$ cat src/rtl/cpc_pkg.sv
// ----------------------------------------------------------------------------
// cpc_pkg
// Shared types and constants of the calibrated pose classifier.
// ----------------------------------------------------------------------------
package cpc_pkg;

  typedef enum logic [3:0] {
    PH_PRE   = 4'd0,
    PH_INIT  = 4'd1,
    PH_S_ANN = 4'd2,
    PH_S_1   = 4'd3,
    PH_S_2   = 4'd4,
    PH_S_3   = 4'd5,
    PH_D_ANN = 4'd6,
    PH_D_1   = 4'd7,
    PH_D_2   = 4'd8,
    PH_D_3   = 4'd9,
    PH_H_ANN = 4'd10,
    PH_H_1   = 4'd11,
    PH_H_2   = 4'd12,
    PH_H_3   = 4'd13,
    PH_DONE  = 4'd14
  } phase_e;

  typedef enum logic [1:0] {
    POSE_NONE     = 2'd0,
    POSE_STRAIGHT = 2'd1,
    POSE_DOWN     = 2'd2,
    POSE_HORIZ    = 2'd3
  } pose_e;

  localparam int unsigned NumPoses = 3;
  localparam int unsigned NumAxes  = 3;

  localparam logic [6:0] LED_OFF      = 7'h00;
  localparam logic [6:0] LED_TICK0    = 7'h40;
  localparam logic [6:0] LED_TICK1    = 7'h20;
  localparam logic [6:0] LED_TICK2    = 7'h10;
  localparam logic [6:0] LED_CAPTURE  = 7'h70;
  localparam logic [6:0] LED_STRAIGHT = 7'h40;
  localparam logic [6:0] LED_BENT     = 7'h10;

  localparam logic [7:0] STATUS_CLEAR = 8'h00;

  typedef struct packed {
    logic [7:0] status_byte;
    logic [6:0] led_pattern;
    pose_e      pose_code;
    logic       calibrating;
  } cpc_result_t;

  // Pose under calibration: 0 straight, 1 down, 2 horizontal.
  function automatic logic [1:0] cal_pose_idx(phase_e p);
    logic [1:0] idx;
    case (p)
      PH_S_ANN, PH_S_1, PH_S_2, PH_S_3: idx = 2'd0;
      PH_D_ANN, PH_D_1, PH_D_2, PH_D_3: idx = 2'd1;
      PH_H_ANN, PH_H_1, PH_H_2, PH_H_3: idx = 2'd2;
      default:                          idx = 2'd0;
    endcase
    return idx;
  endfunction

endpackage

$ cat src/rtl/cpc_if.sv
// ----------------------------------------------------------------------------
// cpc_if
// Valid/ready channels of the calibrated pose classifier.
// ----------------------------------------------------------------------------
interface cpc_in_if #(
  parameter int unsigned SAMPLE_BITS = 10
);
  logic                   valid;
  logic                   ready;
  logic [SAMPLE_BITS-1:0] axis_a;
  logic [SAMPLE_BITS-1:0] axis_b;
  logic [SAMPLE_BITS-1:0] axis_c;
  logic [4:0]             finger_pins;

  modport source (output valid, axis_a, axis_b, axis_c, finger_pins, input ready);
  modport sink   (input valid, axis_a, axis_b, axis_c, finger_pins, output ready);
endinterface

interface cpc_out_if;
  logic       valid;
  logic       ready;
  logic [7:0] status_byte;
  logic [6:0] led_pattern;
  logic [1:0] pose_code;
  logic       calibrating;

  modport source (output valid, status_byte, led_pattern, pose_code, calibrating,
                  input ready);
  modport sink   (input valid, status_byte, led_pattern, pose_code, calibrating,
                  output ready);
endinterface

$ cat src/rtl/cpc_dist.sv
// ----------------------------------------------------------------------------
// cpc_dist
// Squared distance of one sample to the three pose references and pick of
// the nearest pose; ties favor straight, then down.
// ----------------------------------------------------------------------------
module cpc_dist
  import cpc_pkg::*;
#(
  parameter int unsigned SAMPLE_BITS = 10
) (
  input  logic [SAMPLE_BITS-1:0] sample_i [NumAxes],
  input  logic [SAMPLE_BITS-1:0] refs_i   [NumPoses][NumAxes],
  output pose_e                  nearest_o
);

  localparam int unsigned SqBits  = 2 * SAMPLE_BITS;
  localparam int unsigned SumBits = SqBits + 2;

  logic [SAMPLE_BITS-1:0] diff   [NumPoses][NumAxes];
  logic [SqBits-1:0]      sq     [NumPoses][NumAxes];
  logic [SumBits-1:0]     sum_sq [NumPoses];

  always_comb begin
    for (int p = 0; p < NumPoses; p++) begin
      for (int k = 0; k < NumAxes; k++) begin
        diff[p][k] = (sample_i[k] >= refs_i[p][k]) ? sample_i[k] - refs_i[p][k]
                                                   : refs_i[p][k] - sample_i[k];
        sq[p][k]   = SqBits'(diff[p][k]) * SqBits'(diff[p][k]);
      end
      sum_sq[p] = SumBits'(sq[p][0]) + SumBits'(sq[p][1]) + SumBits'(sq[p][2]);
    end
  end

  always_comb begin
    if (sum_sq[0] <= sum_sq[1] && sum_sq[0] <= sum_sq[2]) begin
      nearest_o = POSE_STRAIGHT;
    end else if (sum_sq[1] <= sum_sq[2]) begin
      nearest_o = POSE_DOWN;
    end else begin
      nearest_o = POSE_HORIZ;
    end
  end

endmodule

$ cat src/rtl/cpc_seq.sv
// ----------------------------------------------------------------------------
// cpc_seq
// Calibration sequencer, pose reference store and status/LED/pose registers.
// The registers update once per item and hold the item's result.
// ----------------------------------------------------------------------------
module cpc_seq
  import cpc_pkg::*;
#(
  parameter int unsigned SAMPLE_BITS = 10,
  parameter int unsigned HOLD_TICKS  = 5
) (
  input  logic                   clk_i,
  input  logic                   rst_ni,
  input  logic                   step_i,
  input  logic [SAMPLE_BITS-1:0] sample_i [NumAxes],
  input  logic [4:0]             pins_i,
  input  pose_e                  nearest_i,
  output logic [SAMPLE_BITS-1:0] refs_o   [NumPoses][NumAxes],
  output cpc_result_t            result_o
);

  localparam int unsigned TickBits = $clog2(HOLD_TICKS + 1);

  phase_e              phase_q, phase_d;
  logic [TickBits-1:0] tick_q, tick_d;
  logic [7:0]          status_q, status_d;
  logic [6:0]          led_q, led_d;
  pose_e               pose_q, pose_d;
  logic                run_q, run_d;
  logic                cap_en;
  logic [1:0]          cap_idx;
  logic                skip_act;

  logic [SAMPLE_BITS-1:0] refs_q [NumPoses][NumAxes];

  always_comb begin
    phase_d  = phase_q;
    tick_d   = tick_q;
    status_d = status_q;
    led_d    = led_q;
    pose_d   = pose_q;
    run_d    = run_q;
    cap_en   = 1'b0;
    skip_act = 1'b0;
    cap_idx  = cal_pose_idx(phase_q);
    if (step_i) begin
      if (phase_q == PH_DONE) begin
        if (!run_q) begin
          run_d = 1'b1;
        end else begin
          pose_d   = nearest_i;
          led_d    = (nearest_i == POSE_STRAIGHT) ? LED_STRAIGHT : LED_BENT;
          status_d = {status_q[7:6], nearest_i != POSE_STRAIGHT, ~pins_i};
        end
      end else begin
        case (phase_q)
          PH_INIT: begin
            phase_d = PH_S_ANN;
          end
          PH_S_ANN, PH_D_ANN, PH_H_ANN: begin
            phase_d = phase_e'(phase_q + 4'd1);
            led_d   = LED_OFF;
            tick_d  = '0;
          end
          PH_S_1, PH_S_2, PH_S_3, PH_D_1, PH_D_2, PH_D_3,
          PH_H_1, PH_H_2, PH_H_3: begin
            if (tick_q >= TickBits'(HOLD_TICKS)) begin
              phase_d = phase_e'(phase_q + 4'd1);
              led_d   = LED_OFF;
              tick_d  = '0;
            end
          end
          default: begin
            phase_d  = PH_INIT;
            skip_act = 1'b1;
          end
        endcase
        cap_idx = cal_pose_idx(phase_d);
        if (!skip_act) begin
          if (phase_d == PH_DONE) begin
            tick_d   = '0;
            status_d = STATUS_CLEAR;
          end else if (phase_d inside {PH_S_ANN, PH_D_ANN, PH_H_ANN}) begin
            tick_d   = '0;
            status_d = {cap_idx + 2'd1, 6'd0};
          end else begin
            case (tick_d)
              TickBits'(0): led_d = LED_TICK0;
              TickBits'(1): led_d = LED_TICK1;
              TickBits'(2): led_d = LED_TICK2;
              TickBits'(3): begin
                led_d  = LED_CAPTURE;
                cap_en = 1'b1;
              end
              default: ;
            endcase
            tick_d = tick_d + TickBits'(1);
          end
        end
      end
    end
  end

  always_ff @(posedge clk_i or negedge rst_ni) begin
    if (!rst_ni) begin
      phase_q  <= PH_PRE;
      tick_q   <= '0;
      status_q <= STATUS_CLEAR;
      led_q    <= LED_OFF;
      pose_q   <= POSE_NONE;
      run_q    <= 1'b0;
    end else begin
      phase_q  <= phase_d;
      tick_q   <= tick_d;
      status_q <= status_d;
      led_q    <= led_d;
      pose_q   <= pose_d;
      run_q    <= run_d;
    end
  end

  always_ff @(posedge clk_i) begin
    if (cap_en) begin
      for (int k = 0; k < NumAxes; k++) begin
        refs_q[cap_idx][k] <= sample_i[k];
      end
    end
  end

  assign refs_o = refs_q;

  assign result_o.status_byte = status_q;
  assign result_o.led_pattern = led_q;
  assign result_o.pose_code   = pose_q;
  assign result_o.calibrating = (phase_q != PH_DONE);

endmodule

$ cat src/rtl/calibrated_pose_classifier_unit.sv
// ----------------------------------------------------------------------------
// calibrated_pose_classifier_unit
// Calibration run followed by nearest-reference pose classification of
// three-axis samples, with finger pin status.
// ----------------------------------------------------------------------------
//  channel  dir  payload                                           handshake
//  in_i     in   axis_a, axis_b, axis_c, finger_pins               valid/ready
//  out_o    out  status_byte, led_pattern, pose_code, calibrating  valid/ready
//
//  One item per cycle while out_o is not stalled: an accepted item is held in
//  the input register, then the sequencer and distance logic update the result
//  registers. A stalled output holds the result; the input register still
//  takes one item. Reset restarts the calibration run; pose references are
//  undefined until captured during calibration.
// ----------------------------------------------------------------------------
module calibrated_pose_classifier_unit
  import cpc_pkg::*;
#(
  parameter int unsigned SAMPLE_BITS = 10,
  parameter int unsigned HOLD_TICKS  = 5
) (
  input  logic      clk_i,
  input  logic      rst_ni,
  cpc_in_if.sink    in_i,
  cpc_out_if.source out_o
);

  logic                   in_valid_q;
  logic [SAMPLE_BITS-1:0] sample_q [NumAxes];
  logic [4:0]             pins_q;
  logic                   out_valid_q, out_valid_d;
  logic                   advance;
  pose_e                  nearest;
  cpc_result_t            result;
  logic [SAMPLE_BITS-1:0] refs [NumPoses][NumAxes];

  assign advance    = in_valid_q && (!out_valid_q || out_o.ready);
  assign in_i.ready = !in_valid_q || advance;

  always_comb begin
    out_valid_d = out_valid_q;
    if (advance) begin
      out_valid_d = 1'b1;
    end else if (out_o.ready) begin
      out_valid_d = 1'b0;
    end
  end

  always_ff @(posedge clk_i or negedge rst_ni) begin
    if (!rst_ni) begin
      in_valid_q  <= 1'b0;
      out_valid_q <= 1'b0;
    end else begin
      if (in_i.ready) begin
        in_valid_q <= in_i.valid;
      end
      out_valid_q <= out_valid_d;
    end
  end

  always_ff @(posedge clk_i) begin
    if (in_i.valid && in_i.ready) begin
      sample_q[0] <= in_i.axis_a;
      sample_q[1] <= in_i.axis_b;
      sample_q[2] <= in_i.axis_c;
      pins_q      <= in_i.finger_pins;
    end
  end

  cpc_dist #(
    .SAMPLE_BITS(SAMPLE_BITS)
  ) u_dist (
    .sample_i (sample_q),
    .refs_i   (refs),
    .nearest_o(nearest)
  );

  cpc_seq #(
    .SAMPLE_BITS(SAMPLE_BITS),
    .HOLD_TICKS (HOLD_TICKS)
  ) u_seq (
    .clk_i    (clk_i),
    .rst_ni   (rst_ni),
    .step_i   (advance),
    .sample_i (sample_q),
    .pins_i   (pins_q),
    .nearest_i(nearest),
    .refs_o   (refs),
    .result_o (result)
  );

  assign out_o.valid       = out_valid_q;
  assign out_o.status_byte = result.status_byte;
  assign out_o.led_pattern = result.led_pattern;
  assign out_o.pose_code   = result.pose_code;
  assign out_o.calibrating = result.calibrating;

endmodule
$ cat src/flat_wrapper.sv
// flat-port wrapper written by rule: the top's interface ports become plain ports
module calibrated_pose_classifier_unit_flat import cpc_pkg::*;
#(
  parameter int unsigned SAMPLE_BITS = 10,
  parameter int unsigned HOLD_TICKS  = 5
)
  (clk_i, rst_ni, in_i_valid, in_i_axis_a, in_i_axis_b, in_i_axis_c, in_i_finger_pins, in_i_ready, out_o_valid, out_o_status_byte, out_o_led_pattern, out_o_pose_code, out_o_calibrating, out_o_ready);
  cpc_in_if #(.SAMPLE_BITS(SAMPLE_BITS)) in_i_i ();
  cpc_out_if out_o_i ();
  input  logic clk_i;
  input  logic rst_ni;
  input wire logic [$bits(in_i_i.valid)-1:0] in_i_valid;
  input wire logic [$bits(in_i_i.axis_a)-1:0] in_i_axis_a;
  input wire logic [$bits(in_i_i.axis_b)-1:0] in_i_axis_b;
  input wire logic [$bits(in_i_i.axis_c)-1:0] in_i_axis_c;
  input wire logic [$bits(in_i_i.finger_pins)-1:0] in_i_finger_pins;
  output wire logic [$bits(in_i_i.ready)-1:0] in_i_ready;
  output wire logic [$bits(out_o_i.valid)-1:0] out_o_valid;
  output wire logic [$bits(out_o_i.status_byte)-1:0] out_o_status_byte;
  output wire logic [$bits(out_o_i.led_pattern)-1:0] out_o_led_pattern;
  output wire logic [$bits(out_o_i.pose_code)-1:0] out_o_pose_code;
  output wire logic [$bits(out_o_i.calibrating)-1:0] out_o_calibrating;
  input wire logic [$bits(out_o_i.ready)-1:0] out_o_ready;
  assign in_i_i.valid = in_i_valid;
  assign in_i_i.axis_a = in_i_axis_a;
  assign in_i_i.axis_b = in_i_axis_b;
  assign in_i_i.axis_c = in_i_axis_c;
  assign in_i_i.finger_pins = in_i_finger_pins;
  assign in_i_ready = in_i_i.ready;
  assign out_o_valid = out_o_i.valid;
  assign out_o_status_byte = out_o_i.status_byte;
  assign out_o_led_pattern = out_o_i.led_pattern;
  assign out_o_pose_code = out_o_i.pose_code;
  assign out_o_calibrating = out_o_i.calibrating;
  assign out_o_i.ready = out_o_ready;
  calibrated_pose_classifier_unit #(.SAMPLE_BITS(SAMPLE_BITS), .HOLD_TICKS(HOLD_TICKS)) u_core (.clk_i(clk_i), .rst_ni(rst_ni), .in_i(in_i_i), .out_o(out_o_i));
endmodule
$ cat config.mk
export PLATFORM = sky130hd
export DESIGN_NAME = calibrated_pose_classifier_unit_flat
export DESIGN_NICKNAME = d
export VERILOG_FILES = /design/src/rtl/cpc_pkg.sv /design/src/rtl/cpc_if.sv /design/src/rtl/cpc_dist.sv /design/src/rtl/cpc_seq.sv /design/src/rtl/calibrated_pose_classifier_unit.sv /design/src/flat_wrapper.sv
export SDC_FILE = /design/constraint.sdc
export NUM_CORES = 2
export LEC_CHECK = 0
export ABC_CLOCK_PERIOD_IN_PS = 11200
export BUFFER_PORTS_ARGS = -buffer_cell sky130_fd_sc_hd__buf_2
export CORE_ASPECT_RATIO = 2
export CORE_MARGIN = 4
export CORE_UTILIZATION = 55
export DETAILED_ROUTE_END_ITERATION = 10
export PLACE_DENSITY = 0.7
export SKIP_LAST_GASP = 1
export SLEW_MARGIN = 10
export SYNTH_ARGS = -nofsm -noshare
export SYNTH_HDL_FRONTEND = slang
export SYNTH_SLANG_ARGS = --single-unit
$ cat constraint.sdc
create_clock -name clk_i -period 11.2 [get_ports clk_i]
set_input_delay 2.24 -clock clk_i [delete_from_list [all_inputs] [get_ports clk_i]]
set_output_delay 2.24 -clock clk_i [all_outputs]
set_load 0.005 [all_outputs]
* After elaboration in Yosys (flattened, before gate mapping) *
Memory sizes are Yosys's and may differ from the RTL's.
Cells that the tools add are included.
W data, S select, Z words.

storage, ports and cells
  bits in registers = 152
  memory bits (read-only) = 64
  input port bits = 39
  output and inout port bits = 20
  logic and storage cells = 187
  memories = 2

memory list
  name             words  bits a word  read ports  clocked after Yosys merged registers in  wr ports  RTL line       text
  (no name shown)  16     2            1           0                                        0         cpc_pkg.sv:55  case (p)
  (no name shown)  16     2            1           0                                        0         cpc_pkg.sv:55

cells by class
  $add $sub $neg = 27
  multipliers = 9
  magnitude comparators = 15
  equality and inequality tests = 26
  mux-type cells = 60
  bitwise gates (word level) = 4
  reductions and logical operators = 22

operator list
  cell                  number
  $bwmux W90            3
  $demux W30 S2         3
  $mul A10 B10 Y20      9
  $sub A10 B10 Y10      18
  $mux W10              10
  $ge A10 B10 Y1        9
  $add A21 B20 Y22      3
  $le A22 B22 Y1        3
  $add A20 B20 Y21      3
  $mux W7               7
  $eq A4 B4 Y1 const B  9
  $mux W8               4
  $mux W30              1
  $pmux W7 S4           1
  $eq A4 B3 Y1 const B  5
  $mux W20              1
  $mux W3               6
  $pmux W7 S2           1
  $reduce_or A13 Y1     1
  $eq A4 B2 Y1 const B  3
  $mux W1               12
  $mux W4               3
  $pmux W4 S3           1
  $mux W2               5
  28 further kinds      42

* Logic depth before layout (Yosys ltp) *
An unclocked memory read counts as a cell.

  depth after elaboration = 18
  depth in mapped cells = 49
  depth with buffers taken out = 47

* Cells and area by module *
A second synthesis with hierarchy kept.

second synthesis, totals
  cells, all modules = 4294
  area total of the unflattened synthesis = 40012.1 um^2

by module, submodules not included
  module                           times used  cells each  area an instance (um^2)  sequential area each (um^2)
  cpc_dist                         1           3948        34299.1                  0.0
  cpc_seq                          1           303         4558.1                   3328.2
  calibrated_pose_classifier_unit  1           43          1154.9                   1101.1

* Worst setup path after synthesis *
OpenSTA, ideal clock, no wires.

  kind = reg2reg
  from = register u_core.sample_q[20] in the netlist's numbering
  to = register u_core.u_seq.pose_q[0]
  library setup time = 120 ps
  arrival = 10275 ps
  required time = 11080 ps
  path slack = 805 ps
  cell stages (with the launch flop) = 41
  path buffers = 0
  period minus slack after synthesis = 10395 ps
  cells stage by stage = edfxtp_1 -> inv_1 -> ha_1 -> inv_1 -> fa_1 -> a21o_1 -> a21o_1 -> a21oi_2 -> o21ai_1 -> a2111oi_4 -> nor2_2 -> mux2_1 -> a211o_1 -> xnor2_4 -> nor2_1 -> fa_1 -> inv_1 -> fa_1 -> [5 not listed] -> fa_1 -> fa_1 -> fa_1 -> fa_1 -> ha_1 -> a21o_1 -> a21oi_1 -> o31ai_2 -> a21o_1 -> a21o_1 -> xnor2_1 -> inv_1 -> ha_1 -> and4_1 -> nand3_1 -> or4_1 -> or4_1 -> a31o_1

on the way
  word-level cells in the longest chain between the ends = 8
  elaborated cells between the ends (all ways) = 27
  classes of those cells = add/sub (12); mul (3); order compare (6); mux (5); reduce/logical (1)

ends and longest elaborated chain
  item                                                   RTL line                               text
  start: declaration                                     calibrated_pose_classifier_unit.sv:29  logic [SAMPLE_BITS-1:0] sample_q [NumAxes];
  $sub A10 B10 Y10, or another cell as far along         cpc_dist.sv:27                         : refs_i[p][k] - sample_i[k];
  $mux W10                                               cpc_dist.sv:26                         diff[p][k] = (sample_i[k] >= refs_i[p][k]) ? sample_i[k] - refs_i[p][k]
  $mul A10 B10 Y20                                       cpc_dist.sv:28                         sq[p][k] = SqBits'(diff[p][k]) * SqBits'(diff[p][k]);
  $add A20 B20 Y21                                       cpc_dist.sv:30                         sum_sq[p] = SumBits'(sq[p][0]) + SumBits'(sq[p][1]) + SumBits'(sq[p][2]);
  $add A21 B20 Y22                                       cpc_dist.sv:30
  $le A22 B22 Y1, on equally long branches               cpc_dist.sv:37, cpc_dist.sv:35
  $mux W1 / $logic_and A1 B1 Y1 (equally long branches)  cpc_dist.sv:37, cpc_dist.sv:35
  $mux W2 *                                              cpc_dist.sv:35                         if (sum_sq[0] <= sum_sq[1] && sum_sq[0] <= sum_sq[2]) begin
  end signal: assignment                                 cpc_seq.sv:117                         pose_q <= pose_d;
  end: declaration                                       cpc_seq.sv:28                          pose_e pose_q, pose_d;

Every way passes the cells marked *; elsewhere a longest branch is shown, timed or not.
A chain may end at the register's enable or synchronous reset.

* Worst setup path in the final report *
Ends and elaborated chain as after synthesis.

==> results.py <==
metrics = {
    "logic_synthesis": {
        "synthAdderAreaFrac_pct": 52.00,
        "synth_ff_type": "edfxtp_1",
        "synth_edf_count": 125,
        "synthMuxAreaShare_pct": 1.871,
        "synth_compound_area_share_pct": 9.326,
        "synth_top_family_by_area": "adder cells",
        "synthSimpleGateAreaFrac_pct": 10.51,
        "syn_area_mm2": 0.04013,
        "ys_warn_count": 0,
        "postSynthCellCount": 4304,
        "ys_types": 98,
        "ys_async_sr_fraction_pct": 17.76,
        "synth_seq_area_share_pct": 11.04,
        "postSynthAreaPerCell_um2": 9.323,
        "ys_seq_elements": 152,
        "synth_xor_xnor_area_share_pct": 4.013,
    },
    "clocking": {
        "tritoncts": "yes",
        "clk_path_buf_depth": 2,
        "clk_pin_slew_worst_paths_ns": 0.08,
        "htreeDepth": 4,
        "hold_buffers": 0,
        "clock-sinks": 152,
        "cts_root_buffer": "clkbuf_16",
        "clock_latency_ns": 0.48,
        "cts-buffers-inserted": 17,
    },
    "place": {
        "place_hpwl_um": 100500,
        "io_buffer_count": 58,
        "placed_area_mm2": 0.04251,
        "place.gp.congestion": 1.010,
        "dp_cells": 5376,
        "post-place-ws_ns": -0.1549,
    },
    "layout": {
        "diodes": 0,
        "syn_to_final_growth_pct": 9.510,
        "fin_cells": 5438,
        "fin_area_mm2": 0.04394,
        "fill_cells": 6370,
        "multiInputGateArea_mm2": 0.03178,
        "final_cell_mix": "inv_1 (1085), fa_1 (658), ha_1 (594)",
        "nNetsFinal": 5817,
        "layout-drive-gt1-share_pct": 11.19,
        "seq_area_mm2": 0.004429,
        "final_common_cell": "inv_1",
    },
    "setup_path": {
        "rr_worst_depth": 40,
        "cp-end-kind": "register",
        "crit_required_ns": 11.56,
        "r2r_end": "u_core.u_seq.pose_q[0]",
        "worstPathMaxFanout": 7,
        "cp_data_arrival_time_ns": 11.21,
        "r2r_slack_ns": 0.35,
        "slowest_stage": "fa_1",
        "cp_slowest_stage_delay_ns": 0.57,
        "crit_path_frequent_cell": "fa_1",
        "path_class": "register to register",
        "rr_startpoint": "u_core.sample_q[20]",
        "cp-start-kind": "register",
    },
    "sta": {
        "fmax_mhz": 92.13,
        "fin_ws_ns": 0.3460,
        "drv_slew": 0,
        "setup_viol": 0,
        "hold_viol_final": 0,
        "relSlewSlack_pct": 24.79,
        "period_share_pct": 96.91,
        "fin_worst_skew_ns": 0.01957,
        "period_needed_ns": 10.85,
        "tightestPinTransition_ns": 1.128,
    },
    "global_routing": {
        "grt_max_degree": 36,
        "grt_pass1_wl_um": 177200,
        "gr-usage-met3_pct": 2.244,
        "use_met1_pct": 27.74,
        "overflow": 0,
        "use_met2_pct": 59.04,
        "grt_pass1_vias": 33290,
        "top_usage_layer": "met2",
        "antenna_found_initial": 2,
        "gr-usage-all-layers_pct": 30.12,
    },
    "floorplan": {
        "core-area_mm2": 0.07200,
        "die_w_um": 199.0,
        "rows": 139,
        "dieArea_mm2": 0.07760,
        "io_pins": 59,
        "initial_core_util_pct": 55.73,
        "die_y_um": 390.0,
    },
    "drt": {
        "wl_um": 113800,
        "vias": 30260,
        "dr.pass1.iters": 6,
        "routed_via_density": 5.564,
        "wire_per_inst_um": 20.92,
        "drt_iter0_drc": 1433,
        "ant_nets": 0,
        "drcViolationCount": 0,
    },
    "hold_path": {
        "hp-start": "u_core.pins_q[3]",
        "hold_path.class": "register to register",
        "hold_end": "u_core.u_seq.status_q[3]",
        "min_path_cells": 1,
    },
    "run_status": {
        "status": "complete, no violations",
    },
    "job": {
        "drv_cap": 0,
    },
}
==> how the worst max path moves through the flow <==
| stage | startpoint | endpoint | slack (ns) | cells past startpoint |
|---|---|---|---|---|
| 2_1_floorplan | u_core.sample_q[20] | u_core.u_seq.pose_q[0] | 0.81 | 40 |
| 3_3_place_gp | u_core.sample_q[20] | u_core.u_seq.status_q[5] | -0.11 | 49 |
| 3_5_place_dp | u_core.sample_q[20] | u_core.u_seq.status_q[5] | -0.15 | 49 |
| 4_1_cts | u_core.sample_q[20] | u_core.u_seq.status_q[5] | 0.004 | 44 |
| 5_1_grt | u_core.sample_q[20] | u_core.u_seq.led_q[6] | -0.06 | 44 |
| 6_report | u_core.sample_q[20] | u_core.u_seq.pose_q[0] | 0.35 | 40 |
==> routing by layer <==
metal	wire, um	share of wire (%)
met4	11660	10
met2	64680	57
met1	34520	30
met5	0	0
met3	2927	2.6
==> Yosys cell counts (6+ instances only) <==
cell,instances,area (um2)
buf_2,20,100.1
or2_2,30,187.7
o211ai_1,14,105.1
o21bai_1,18,135.1
or3_1,10,62.56
o21ai_0,85,425.4
a21boi_0,17,127.6
inv_2,14,52.55
and4_1,6,52.55
a21oi_2,6,52.55
nand4_1,22,137.6
clkbuf_1,40,150.1
xnor2_2,16,260.3
and2_1,22,137.6
nor3b_1,6,45.04
a21oi_1,152,760.7
o22ai_1,8,50.05
mux2_2,15,168.9
dfrtp_1,27,675.7
nor2_1,405,1520
inv_1,1094,4106
nor2b_1,34,212.7
or2_1,14,87.58
a211o_1,7,61.31
o21ai_1,26,130.1
nand2b_1,60,375.4
ha_1,606,7582
nand2_1,184,690.7
a31oi_1,10,62.56
nand3_1,31,155.2
xnor2_1,84,735.7
o21a_1,26,195.2
a211oi_1,17,127.6
fa_1,663,13270
buf_4,6,45.04
a21o_1,79,593.1
edfxtp_1,125,3754
nor3_1,45,225.2
xor2_1,57,499.2
mux2i_1,48,480.5
and3_1,29,181.4
==> flip-flops by register name (all words and copies together) (netlist names) <==
register               cells
u_core.u_seq.refs_o       90
u_core.sample_q           30
u_core.u_seq.status_q      8
u_core.u_seq.led_q         7
u_core.pins_q              5
u_core.u_seq.phase_q       4
u_core.u_seq.tick_q        3
u_core.u_seq.pose_q        2
u_core.in_valid_q          1
u_core.out_o.valid         1
u_core.u_seq.run_q         1
==> logic make-up (layout without fill, tap and decap cells) <==
kind of cell | after synthesis | count (layout)
AOI/OAI and AO/OA | 552 | 552
xor gates and xnor gates | 162 | 162
adders and majority gates | 1270 | 1270
buffers and inverters | 1180 | 1396
DFF | 152 | 152
muxes | 70 | 70
other | 1 | 3
and+or+nand+nor | 917 | 917
==> through the flow <==
stage | util [%] | setup TNS (ns) | hold WS [ns]
after detailed placement | 59.04 | -0.7111 | 0.4446
after global placement | 59.04 | -0.5358 | 0.4352
after floorplan | - | 0 | 0.4221
final | 61.03 | 0 | 0.4529
after CTS | 59.91 | 0 | 0.4582
after global routing | 61.03 | -0.2054 | 0.4843
==> what timing repair did <==
action                                  4_1_cts  5_1_grt
resized for setup                             3      122
gates cloned                                  0        1
endpoints found under the setup margin        5        5
setup buffers                                 0       29
pin swaps                                     0       39
==> worst max-delay path, delay by kind of cell, from the launching register on <==
kind	cells	cell delay, ns
adder cells (fa/ha/maj)	12	5.12
AO/OA/AOI/OAI	12	2.42
AND/OR/NAND/NOR	6	1.37
XOR/XNOR	2	0.58
buffers and inverters	7	0.47
flip-flops	1	0.42
multiplexers	1	0.35
==> area by class of cell <==
type	instances	share of cell area (%)
clock inverter	15	0.4186
sequential	152	10.08
multi-input combinational	2974	72.31
inverter	1108	9.499
clock buffer	17	0.9681
tap	916	2.608
timing repair buffer	256	4.112
Power is not shown: default switching activity piles up to over one toggle a cycle in this logic, so the estimate is an artifact.
